File: src/rtl/saqt_pkg.sv
// Shared types and constants for the slice admission quota table.
// Used by saqt_ctrl, saqt_datapath and slice_admission_quota_table.
`default_nettype none
package saqt_pkg;

  localparam int unsigned SubW   = 50;
  localparam int unsigned SesW   = 8;
  localparam int unsigned OutCntW = 9;
  localparam int unsigned QuotaW = 16;
  localparam int unsigned CfgIdxW = 3;
  localparam int unsigned CfgDataW = 32;
  localparam int unsigned MaxSlices = 4;

  typedef enum logic [2:0] {
    OP_ADMIT_SUB = 3'd0,
    OP_REL_SUB   = 3'd1,
    OP_ADMIT_SES = 3'd2,
    OP_REL_SES   = 3'd3,
    OP_QUERY     = 3'd4
  } op_e;

  typedef enum logic [CfgIdxW-1:0] {
    REG_MASK   = 3'd0,
    REG_QUOTA0 = 3'd1,
    REG_QUOTA1 = 3'd2,
    REG_QUOTA2 = 3'd3,
    REG_QUOTA3 = 3'd4
  } cfg_idx_e;

  localparam logic KindSub = 1'b0;
  localparam logic KindSes = 1'b1;

  typedef struct packed {
    logic [2:0]      operation;
    logic [1:0]      slice_index;
    logic [SubW-1:0] subscriber_id;
    logic [SesW-1:0] pdu_session;
  } req_t;

  typedef struct packed {
    logic               configured;
    logic               admitted;
    logic               table_full;
    logic [OutCntW-1:0] current_count;
    logic [QuotaW-1:0]  maximum;
    logic [OutCntW-1:0] subscriber_total;
    logic [OutCntW-1:0] session_total;
  } rsp_t;

  // One table entry, 62 bits.
  typedef struct packed {
    logic            valid;
    logic            kind;
    logic [1:0]      slice;
    logic [SubW-1:0] sub;
    logic [SesW-1:0] ses;
  } entry_t;

  typedef struct packed {
    logic clr_wr;
    logic start;
    logic scan_rd;
    logic commit;
  } cmd_t;

  typedef struct packed {
    logic ptr_last;
    logic need_scan;
    logic out_free;
  } status_t;

  typedef enum logic [2:0] {
    ST_CLEAR,
    ST_IDLE,
    ST_SCAN,
    ST_DRAIN,
    ST_DECIDE
  } state_e;

endpackage
`default_nettype wire

File: src/rtl/saqt_ctrl.sv
// Sequencer for the admission table: clear sweep, scan, decide.
// Depends on saqt_pkg.
`default_nettype none
module saqt_ctrl (
  input  wire logic             clk_i,
  input  wire logic             rst_ni,
  input  wire logic             in_valid_i,
  output logic                  in_stall_o,
  input  wire saqt_pkg::status_t sts_i,
  output saqt_pkg::cmd_t        cmd_o
);

  saqt_pkg::state_e state_q, state_d;

  always_ff @(posedge clk_i or negedge rst_ni) begin
    if (!rst_ni) begin
      state_q <= saqt_pkg::ST_CLEAR;
    end else begin
      state_q <= state_d;
    end
  end

  always_comb begin
    state_d    = state_q;
    cmd_o      = '0;
    in_stall_o = 1'b1;
    unique case (state_q)
      saqt_pkg::ST_CLEAR: begin
        cmd_o.clr_wr = 1'b1;
        if (sts_i.ptr_last) state_d = saqt_pkg::ST_IDLE;
      end
      saqt_pkg::ST_IDLE: begin
        in_stall_o = 1'b0;
        if (in_valid_i) begin
          cmd_o.start = 1'b1;
          state_d     = saqt_pkg::ST_SCAN;
        end
      end
      saqt_pkg::ST_SCAN: begin
        if (!sts_i.need_scan) begin
          state_d = saqt_pkg::ST_DECIDE;
        end else begin
          cmd_o.scan_rd = 1'b1;
          if (sts_i.ptr_last) state_d = saqt_pkg::ST_DRAIN;
        end
      end
      saqt_pkg::ST_DRAIN: state_d = saqt_pkg::ST_DECIDE;
      saqt_pkg::ST_DECIDE: begin
        if (sts_i.out_free) begin
          cmd_o.commit = 1'b1;
          state_d      = saqt_pkg::ST_IDLE;
        end
      end
      default: state_d = saqt_pkg::ST_CLEAR;
    endcase
  end

endmodule
`default_nettype wire

File: config.mk
export PLATFORM = sky130hd
export DESIGN_NAME = saqt_ctrl
export DESIGN_NICKNAME = d
export VERILOG_FILES = /design/src/rtl/saqt_pkg.sv /design/src/rtl/saqt_ctrl.sv
export SDC_FILE = /design/constraint.sdc
export NUM_CORES = 1
export LEC_CHECK = 0
export BUFFER_PORTS_ARGS = -buffer_cell sky130_fd_sc_hd__buf_2
export CAP_MARGIN = 5
export CORE_AREA = 2 2 39 41
export DETAILED_ROUTE_END_ITERATION = 16
export DIE_AREA = 0 0 41 43
export GPL_ROUTABILITY_DRIVEN = 0
export PLACE_DENSITY_LB_ADDON = 0.3
export SETUP_SLACK_MARGIN = 0.15
export SYNTH_ARGS = -nofsm -noshare
export SYNTH_HDL_FRONTEND = slang
export SYNTH_SLANG_ARGS = --single-unit
File: constraint.sdc
create_clock -name clk_i -period 1.7 [get_ports clk_i]
set_input_delay 0.085 -clock clk_i [delete_from_list [all_inputs] [get_ports clk_i]]
set_output_delay 0.085 -clock clk_i [all_outputs]
set_load 0.02 [all_outputs]
# --- After elaboration in Yosys (flattened, before gate mapping) ---
# Index checks and enable logic that the tools add are counted.
totals:
  output_inout_bits: 5
  ff_bits: 3
  word_cells: 25
  input_bits: 6
op_classes:
  reduce_logical: 2
  n_eq_ne: 8
  n_mux: 14
ops:
  columns: ["cell", "count"]
  rows:
  - ["$mux 3", 5]
  - ["$pmux 3 s5", 1]
  - ["$mux 1", 8]
  - ["$eq 3x2->1 const B", 2]
  - ["$ne 2x2->1 const B", 3]
  - ["$reduce_and 4->1", 1]
  - ["$eq 3x1->1 const B", 1]
  - ["$eq 3x3->1 const B", 1]
  - ["$logic_not 3->1", 1]
  - ["$ne 3x3->1 const B", 1]

# --- Depth between registers and ports, before layout ---
# Gate-level depths: netlist of run 1.
logic_depth:
  ltp_word: 3
  mapped_depth: 4
  mapped_depth_nobuf: 3

# --- Least setup slack after synthesis of run 1 ---
# Ideal clock, no wire load.
synth_timing:
  path_kind: "register to output"
  from: "reg state_q[2]"
  to: "out cmd_o[2] in the netlist's numbering"
  slack_ns: 0.505
  path_stages_with_launch: 5
  arrival_time_ns: 1.110
  t_required_ns: 1.615
  n_path_buf: 1
  path_cell_list: "dfrtp_1 > buf_4 > inv_1 > nand3_1 > nor2_1"
synth_lines:
  columns: ["element", "line_no", "rtl"]
  rows:
  - ["start, declared", "saqt_ctrl.sv:13", "saqt_pkg::state_e state_q, state_d;"]
  - ["start signal, assigned", "saqt_ctrl.sv:17", "state_q <= saqt_pkg::ST_CLEAR;"]
  - ["start signal, assigned", "saqt_ctrl.sv:19", "state_q <= state_d;"]
  - ["end, declared", "saqt_ctrl.sv:10", "output saqt_pkg::cmd_t cmd_o"]

==> out/metrics.cfg, run 1 <==
[critical_path]
cp.required_ns=1.62
critPathSlowestCell=dfrtp_1
cp-end-kind=output port
critical_path_peak_fanout=7
worstSetupPathDepth=3
critPathMaxStageDelay_ns=0.44
reg2regPathDepth=3
arrival_ns=1.28
cpLargestDelayFamily=simple AND/OR/NAND/NOR gates
startpoint_type=flop
critical_path_buf_inv_count=1
path_class=flop to output port
worstPathCellList=nor2b_1 -> and3_2 -> buf_2

[clocking]
clock_sinks=3
cts_buffers=3
cts_root_buf=clkbuf_4
ctsHtreeMaxLevel=1
insertion_delay_ns=0.24
cts_max_path_buffers=2
post_cts_buffers=0
clk_pin_slew_worst_paths_ns=0.04
cts_tree=done

[yosys]
syn_inst=23
synth_compound_area_share_pct=19.6
synth_xor_area_share_pct=0
synth_fa_ha_area_share_pct=0
synth_top_family_by_area=simple AND/OR/NAND/NOR gates
syn_area_um2=191
syn_area_per_cell_um2=8.32
yosysWarnings=0
synth_seq_cells=3
muxShareOfSynthArea_pct=0
synth_cell_types=15
synth-seq-area-share_pct=39.2
synth_simple_gate_area_share_pct=31.4
syn_nets=29

[route]
drtAntennaViolNets=0
first_iter_violations=6
finalWirelength_um=501
routedWlPerCell_um=9.45
viasPerCell=4.00
drc=0
dr.pass1.iters=2
vias=212

[sta]
hold_viol=0
rsz0062_at_grt=false
period_needed_ns=1.36
setup_tns_ns=0
fin_crit_sh_pct=80.1
fmax_mhz=735
clock_skew_ns=0.00166
tightest_slew_ns=0.286
setup_violations=0
drv_slew=0
slew-limit-headroom_pct=80.9

[power_and_ir_drop]
vdd_drop_max_uv=394
powerDensity_nw_per_um2=1800
leakage_nw=0.148

[min_path]
min_path_cells=2
hold_path.class=primary input to flop

[global_route]
grt_pass1_wl_um=848
grt_pass1_vias=194
grtUsageMet1_pct=10.9
grt_use_met3_pct=6.28
grt_max_degree=10
grt-ovfl-total=0
antenna_found_initial=0
grt_use_total_pct=7.93
use_met2_pct=7.50
grt_busiest_layer=met1

[floorplanning]
ios=11
initial_core_util_pct=13.8
die_width_um=41
die-area_um2=1760
die_y_um=43
core-area_um2=1380
rows=14

[finish]
largest_reg_flops=3
top_regs=state_q x3
syn_to_final_growth_pct=51.6
num_antenna_cells=0
finalNetCount=44
fin_util_pct=21.0
layout-drive-gt1-share_pct=43.2
largest-register=state_q

[run]
drv_cap=0

[placement]
dpl.hpwl_um=368
portBuffers=10

[outcome]
status=finished, final reports clean

-- synth_stat cells (all sizes together) --
cell	count	area share, %
a211o	1	4.6
a21oi	1	2.6
a32o	1	5.2
and3	2	7.8
buf	1	3.9
dfrtp	3	39
inv	3	5.9
nand2	2	3.9
nand3	2	5.2
nor2	2	3.9
nor2b	2	7.8
nor3	1	2.6
o21ai	1	2.6
o32ai	1	4.6
-- worst paths after layout --
| check | from | to | slack (ns) |
|---|---|---|---|
| setup / recovery | state_q[0] | cmd_o[1] | 0.34 |
| hold / removal | sts_i[0] | state_q[2] | 0.07 |
| setup reg to reg | state_q[2] | state_q[0] | 0.51 |
| hold reg to reg | state_q[1] | state_q[1] | 0.58 |
| max in group asynchronous | rst_ni | state_q[0] | 1.42 |
| min in group asynchronous | rst_ni | state_q[1] | 0.17 |
-- cells in the final DEF, fill, tap and decap left out, drive strengths merged, types with 2 or more instances in the layout --
cell,n
clkbuf,4
dfrtp,3
inv,3
nor2b,2
buf,10
nand2,2
nor2,2
nand3,2
and3,2
-- where the power goes --
| group | internal (mW) | switching [mW] |
|---|---|---|
| sequential | 0.103 | 0.0528 |
| clock | 0.0881 | 0.0395 |
| combinational | 0.0989 | 0.141 |
-- worst register-to-register path, cell delays in order (launching register included) --
cell     delay, ns
dfrtp_1       0.49
nor2b_2       0.07
a211o_1       0.27
a32o_1        0.25
-- metrics by stage --
step	worst slack [ns]	hold slack, ns	std cells	cell area (um2)	power (mW)
after floorplan	0.505	-0.211	23	191	0.322
after global routing	0.292	0.0845	53	290	0.578
final	0.339	0.0722	53	290	0.523
after detailed placement	0.527	-0.116	48	254	0.393
after global placement	0.528	-0.116	48	254	0.399
after CTS	0.330	0.0625	53	290	0.532
-- kinds of logic (layout without fill, tap and decap cells) --
kind of cell | after synthesis | after routing
AO/OA/AOI/OAI | 5 | 5
buffers and inverters | 4 | 18
flip-flops | 3 | 3
AND/OR/NAND/NOR | 11 | 11
-- per-layer routing --
| metal | vias up | routed length, um | share of wire, % |
|---|---|---|---|
| met4 | 0 | 0 | 0 |
| met2 | 8 | 192 | 38 |
| met1 | 96 | 250 | 50 |
| met5 | - | 0 | 0 |
| li1 | 108 | - | - |
| met3 | 0 | 58 | 12 |
-- what timing repair did --
action,in CTS,in global routing
hold endpoints to repair,3,0
hold buffers,1,0
resized for setup,0,0
-- final cells by class --
class                      count  area, um2
fill                         164       1090
multi-input combinational     16       97.6
sequential                     3       75.1
timing repair buffer          11       60.1
clock buffer                   4       26.3
tap                           16       20.0
inverter                       3       11.3
Note: power is estimated with default switching activity, not from simulation.
==> run 2: changes to the inputs <==
- clock period: 1.7 -> 1.4 ns (I/O delays scaled with it)
==> run 2 against run 1 <==
Compared with the run above: cell area increased by 12%; worst hold slack got worse by 0.030 ns; largest cell class unchanged; count of clock-buffer cells in the layout is the same; wire length up 13%; worst setup slack got worse by 0.16 ns; non-clock buffer count rose by 3.
==> out/metrics.cfg, run 2 (same netlist as run 1, synthesis figures left out) <==
[route]
drc=0  ; unchanged
viasPerCell=4.16  ; +4.0%
drtAntennaViolNets=0  ; unchanged
first_iter_violations=3  ; -3
vias=233  ; +9.9%
dr.pass1.iters=2  ; unchanged
finalWirelength_um=567  ; +13%
routedWlPerCell_um=10.1  ; +7.1%

[placement]
portBuffers=10  ; unchanged
post-place-cells=48  ; unchanged
dpl.hpwl_um=349  ; -5.2%

[floorplanning]
ios=11  ; unchanged
rows=14  ; unchanged
die_y_um=43  ; unchanged
die_width_um=41  ; unchanged
core-area_um2=1380  ; unchanged
die-area_um2=1760  ; unchanged
initial_core_util_pct=13.8  ; unchanged

[critical_path]
cp.required_ns=1.33  ; -0.29 ns
r2r-start=state_q[2]
cp-end-kind=output port
arrival_ns=1.16  ; -0.12 ns
startpoint_type=flop
r2r_slack_ns=0.32  ; -0.19 ns
path_class=flop to output port
critical_path_peak_fanout=7  ; unchanged
reg2regPathDepth=3  ; unchanged
reg2reg_to=state_q[0]

[sta]
rsz0062_at_grt=false
hold_viol=0  ; unchanged
fmax_mhz=816
slew-limit-headroom_pct=84.8  ; +3.8 points
period_needed_ns=1.23
tightest_slew_ns=0.227  ; -0.0584 ns
fin_crit_sh_pct=87.6
whs_ns=0.0418  ; -0.0304 ns
setup_tns_ns=0  ; unchanged
drv_slew=0  ; unchanged
clock_skew_ns=0.00609  ; +0.00444 ns
setup_violations=0  ; unchanged

[global_route]
grt_pass1_wl_um=765  ; -9.8%
grt_use_total_pct=6.53  ; -1.4 points
antenna_found_initial=0  ; unchanged
grt_pass1_vias=200  ; +3.1%
grt-ovfl-total=0  ; unchanged
grt_max_degree=10  ; unchanged

[clocking]
cts_max_path_buffers=2  ; unchanged
ctsHtreeMaxLevel=1  ; unchanged
insertion_delay_ns=0.24  ; about the same
clock_sinks=3  ; unchanged
cts_tree=done
clk_pin_slew_worst_paths_ns=0.04  ; about the same
cts_buffers=3  ; unchanged
cts_root_buf=clkbuf_4

[finish]
top_regs=state_q x3
layout-drive-gt1-share_pct=62.5  ; +19 points
final_cells=56  ; +5.7%
num_antenna_cells=0  ; unchanged
syn_to_final_growth_pct=69.3
finalNetCount=47  ; +6.8%
largest_reg_flops=3  ; unchanged
largest-register=state_q
final_cell_mix=8 x buf_2, 4 x buf_4, 3 x clkbuf_4, 3 x dfrtp_2
layout_commonest_cell=buf_2

[min_path]
min_path_cells=2  ; unchanged
min_to=state_q[2]
hold_path.class=primary input to flop
min_from=sts_i[0]

[power_and_ir_drop]
total_power_uw=703  ; +35%
leakage_nw=0.159  ; +7.9%
powerDensity_nw_per_um2=2170  ; +21%
vdd_drop_max_uv=500  ; +27%

[outcome]
status=finished, final reports clean

[run]
drv_cap=0  ; unchanged

run 2: layout make-up:
| class | count | area, um2 |
|---|---|---|
| fillers | 154 | 1060 |
| multi-input cells | 16 | 103 |
| repair buffers | 14 | 85.1 |
| flip-flops and latches | 3 | 78.8 |
| clock buffers | 4 | 26.3 |
| well taps | 16 | 20.0 |
| inverters | 3 | 11.3 |
run 2: power by group:
| group | internal [mW] | switching [mW] | leakage (nW) |
|---|---|---|---|
| logic | 0.155 | 0.187 | 0.110 |
| registers | 0.132 | 0.0704 | 0.0345 |
| clock network | 0.107 | 0.0517 | 0.0150 |
| total | 0.395 | 0.309 | 0.159 |
run 2: routing by layer:
metal | share of wire [%] | vias to the layer above | GRT usage [%]
li1 | - | 113 | -
met1 | 48 | 112 | 8.68
met2 | 42 | 8 | 8.13
met3 | 9.2 | 0 | 4.71
met4 | 0 | 0 | 2.00
met5 | 0 | - | 0
run 2: worst max path at each step:
stage,from,to,slack [ns],depth (start not counted)
3_3_place_gp,state_q[2],state_q[0],0.22,3
5_1_grt,state_q[2],cmd_o[2],0.15,4
3_5_place_dp,state_q[2],state_q[0],0.23,3
6_report,state_q[0],cmd_o[1],0.17,3
4_1_cts,state_q[0],cmd_o[1],0.17,3
2_1_floorplan,state_q[2],cmd_o[2],0.22,4
run 2: stage by stage:
stage                     setup WS [ns]  util, %  cell area [um2]
after floorplan                   0.220        -              191
after global placement            0.223     18.4              254
after detailed placement          0.233     18.4              254
after CTS                         0.170     21.9              303
after global routing              0.148     23.4              324
final                             0.174     23.4              324
run 2: critical path: stages (launching register included):
cell,delay [ns]
dfrtp_2,0.45
nor2b_2,0.14
and3_2,0.20
buf_4,0.14
run 2: what timing repair did:
action / 4_1_cts / 5_1_grt
gates resized for setup: 3 / 5
endpoints found under the setup margin: 1 / 3
hold buffers: 1 / 0
setup buffers: 1 / 2
hold endpoints to repair: 3 / 0
==> run 3: changes to the inputs <==
- CTS_BUF_LIST: default -> sky130_fd_sc_hd__clkbuf_4
==> run 3 against run 2 <==
Compared with the run above: first-iteration DRC count did not move; global-route usage did not move; clock power rose by 8%; count of clock-buffer cells in the layout did not move; flip-flop and latch count did not move; largest cell class unchanged.
==> out/metrics.cfg, run 3 (same netlist as run 1, synthesis figures left out) <==
[clocking]
cts_root_buf=clkbuf_4
cts_tree=done
insertion_delay_ns=0.23  ; about the same
clock_sinks=3  ; unchanged
ctsHtreeMaxLevel=1  ; unchanged
cts_buffers=3  ; unchanged
clk_pin_slew_worst_paths_ns=0.03  ; about the same
cts_max_path_buffers=2  ; unchanged

[min_path]
min_from=sts_i[0]
hold_path.class=primary input to flop
min_path_cells=2  ; unchanged
min_to=state_q[2]

[power_and_ir_drop]
powerDensity_nw_per_um2=2180  ; +0.35%
total_power_uw=714  ; +1.5%
leakage_nw=0.163  ; +2.1%
p_int_uw=414  ; +4.8%
sequentialPowerShare_pct=28.3  ; -0.5 points
p_sw_share_pct=42.1  ; -1.8 points
pwr-share-comb_pct=47.7  ; -0.9 points
p_sw_uw=300  ; -2.7%
clockPowerShare_pct=24.1  ; +1.5 points
vdd_drop_max_uv=471  ; -5.9%

[finish]
finalNetCount=47  ; unchanged
final_cell_mix=8 x buf_2, 4 x clkbuf_4, 4 x buf_4
largest_reg_flops=3  ; unchanged
layout-drive-gt1-share_pct=65.0  ; +2.5 points
syn_to_final_growth_pct=71.2
fin_util_pct=23.7  ; +0.27 points
num_antenna_cells=0  ; unchanged
largest-register=state_q
layout_commonest_cell=buf_2
top_regs=state_q x3

[sta]
drv_slew=0  ; unchanged
hold_viol=0  ; unchanged
setup_tns_ns=0  ; unchanged
rsz0062_at_grt=false
setup_violations=0  ; unchanged
period_needed_ns=1.22  ; -0.00695 ns
clock_skew_ns=0.00384  ; -0.00225 ns
fin_crit_sh_pct=87.1  ; -0.50 points
tightest_slew_ns=0.225  ; -0.00276 ns
fmax_mhz=820  ; +0.57%
slew-limit-headroom_pct=85.0  ; +0.18 points
whs_ns=0.0451  ; +0.00330 ns

[route]
viasPerCell=4.18  ; +0.43%
wl_met1_um=251  ; -8.4%
drc=0  ; unchanged
dr.pass1.iters=4  ; +2
dr.max_layer_used=met3
met2RoutedLength_um=241  ; +0.84%
routedWlPerCell_um=9.63  ; -4.9%
finalWirelength_um=539  ; -4.9%
wl_met3_um=45  ; -13%
first_iter_violations=3  ; unchanged
drtAntennaViolNets=0  ; unchanged
vias=234  ; +0.43%

[floorplanning]
die_y_um=43  ; unchanged
ios=11  ; unchanged
rows=14  ; unchanged
die-area_um2=1760  ; unchanged
die_width_um=41  ; unchanged
initial_core_util_pct=13.8  ; unchanged
core-area_um2=1380  ; unchanged

[critical_path]
startpoint_type=flop
r2r-start=state_q[2]
path_class=flop to output port
worstPathCellList=nor2b_2 -> and3_2 -> buf_4
critPathSlowestCell=dfrtp_2
cp-end-kind=output port
r2r_slack_ns=0.32  ; about the same
cp.required_ns=1.33  ; about the same
critical_path_buf_inv_count=1  ; unchanged
reg2reg_to=state_q[0]
arrival_ns=1.15  ; about the same
cpLargestDelayFamily=flip-flops
critical_path_peak_fanout=7  ; unchanged
critPathMaxStageDelay_ns=0.45  ; about the same
reg2regPathDepth=3  ; unchanged

[outcome]
status=finished, final reports clean

[global_route]
grt_pass1_wl_um=765  ; unchanged
grt_use_total_pct=6.53  ; unchanged
grt_max_degree=10  ; unchanged
grt_pass1_vias=200  ; unchanged
antenna_found_initial=0  ; unchanged
grt-ovfl-total=0  ; unchanged

[placement]
dpl.hpwl_um=349  ; unchanged
portBuffers=10  ; unchanged

[run]
drv_cap=0  ; unchanged

## run 3: changes by cell type in the layout (fill, tap and decap cells not counted)
| cell | previous run | this run |
|---|---|---|
| clkbuf_4 | 3 | 4 |
| clkbuf_1 | 1 | 0 |
## run 3: layer usage
layer	vias to the layer above	GRT usage (%)
li1	114	-
met1	110	8.68
met2	10	8.13
met3	0	4.71
met4	0	2.00
met5	-	0
## run 3: final cells by class
class | instances | area, um2
clock buffers | 4 | 30.0
repair buffers | 14 | 85.1
fillers | 154 | 1060
well taps | 16 | 20.0
inverters | 3 | 11.3
flip-flops and latches | 3 | 78.8
multi-input cells | 16 | 103
## run 3: worst max path at each step
stage                     startpoint  cells after the start    endpoint
after floorplan           state_q[2]                      4    cmd_o[2]
after global placement    state_q[2]                      3  state_q[0]
after detailed placement  state_q[2]                      3  state_q[0]
after CTS                 state_q[0]                      3    cmd_o[1]
after global routing      state_q[2]                      4    cmd_o[2]
final                     state_q[0]                      3    cmd_o[1]
## run 3: power groups by stage
stage | combinational [mW] | sequential [mW] | clock, mW
2_1_floorplan | 0.232 | 0.159 | 0
3_3_place_gp | 0.294 | 0.191 | 0
3_5_place_dp | 0.290 | 0.189 | 0
4_1_cts | 0.308 | 0.197 | 0.177
5_1_grt | 0.378 | 0.214 | 0.185
6_report | 0.340 | 0.202 | 0.172
## run 3: through the flow
step                instance area [um2]  instances  setup slack (ns)
floorplan                           191         23             0.220
global placement                    254         48             0.223
detailed placement                  254         48             0.233
CTS                                 307         54             0.169
global route                        328         56             0.148
finish                              328         56             0.181
## run 3: what timing repair did
action / CTS / global route
setup buffers: 1 / 2
endpoints found under the hold margin: 3 / 0
endpoints found under the setup margin: 1 / 3
resized for setup: 3 / 5
hold buffers: 1 / 0
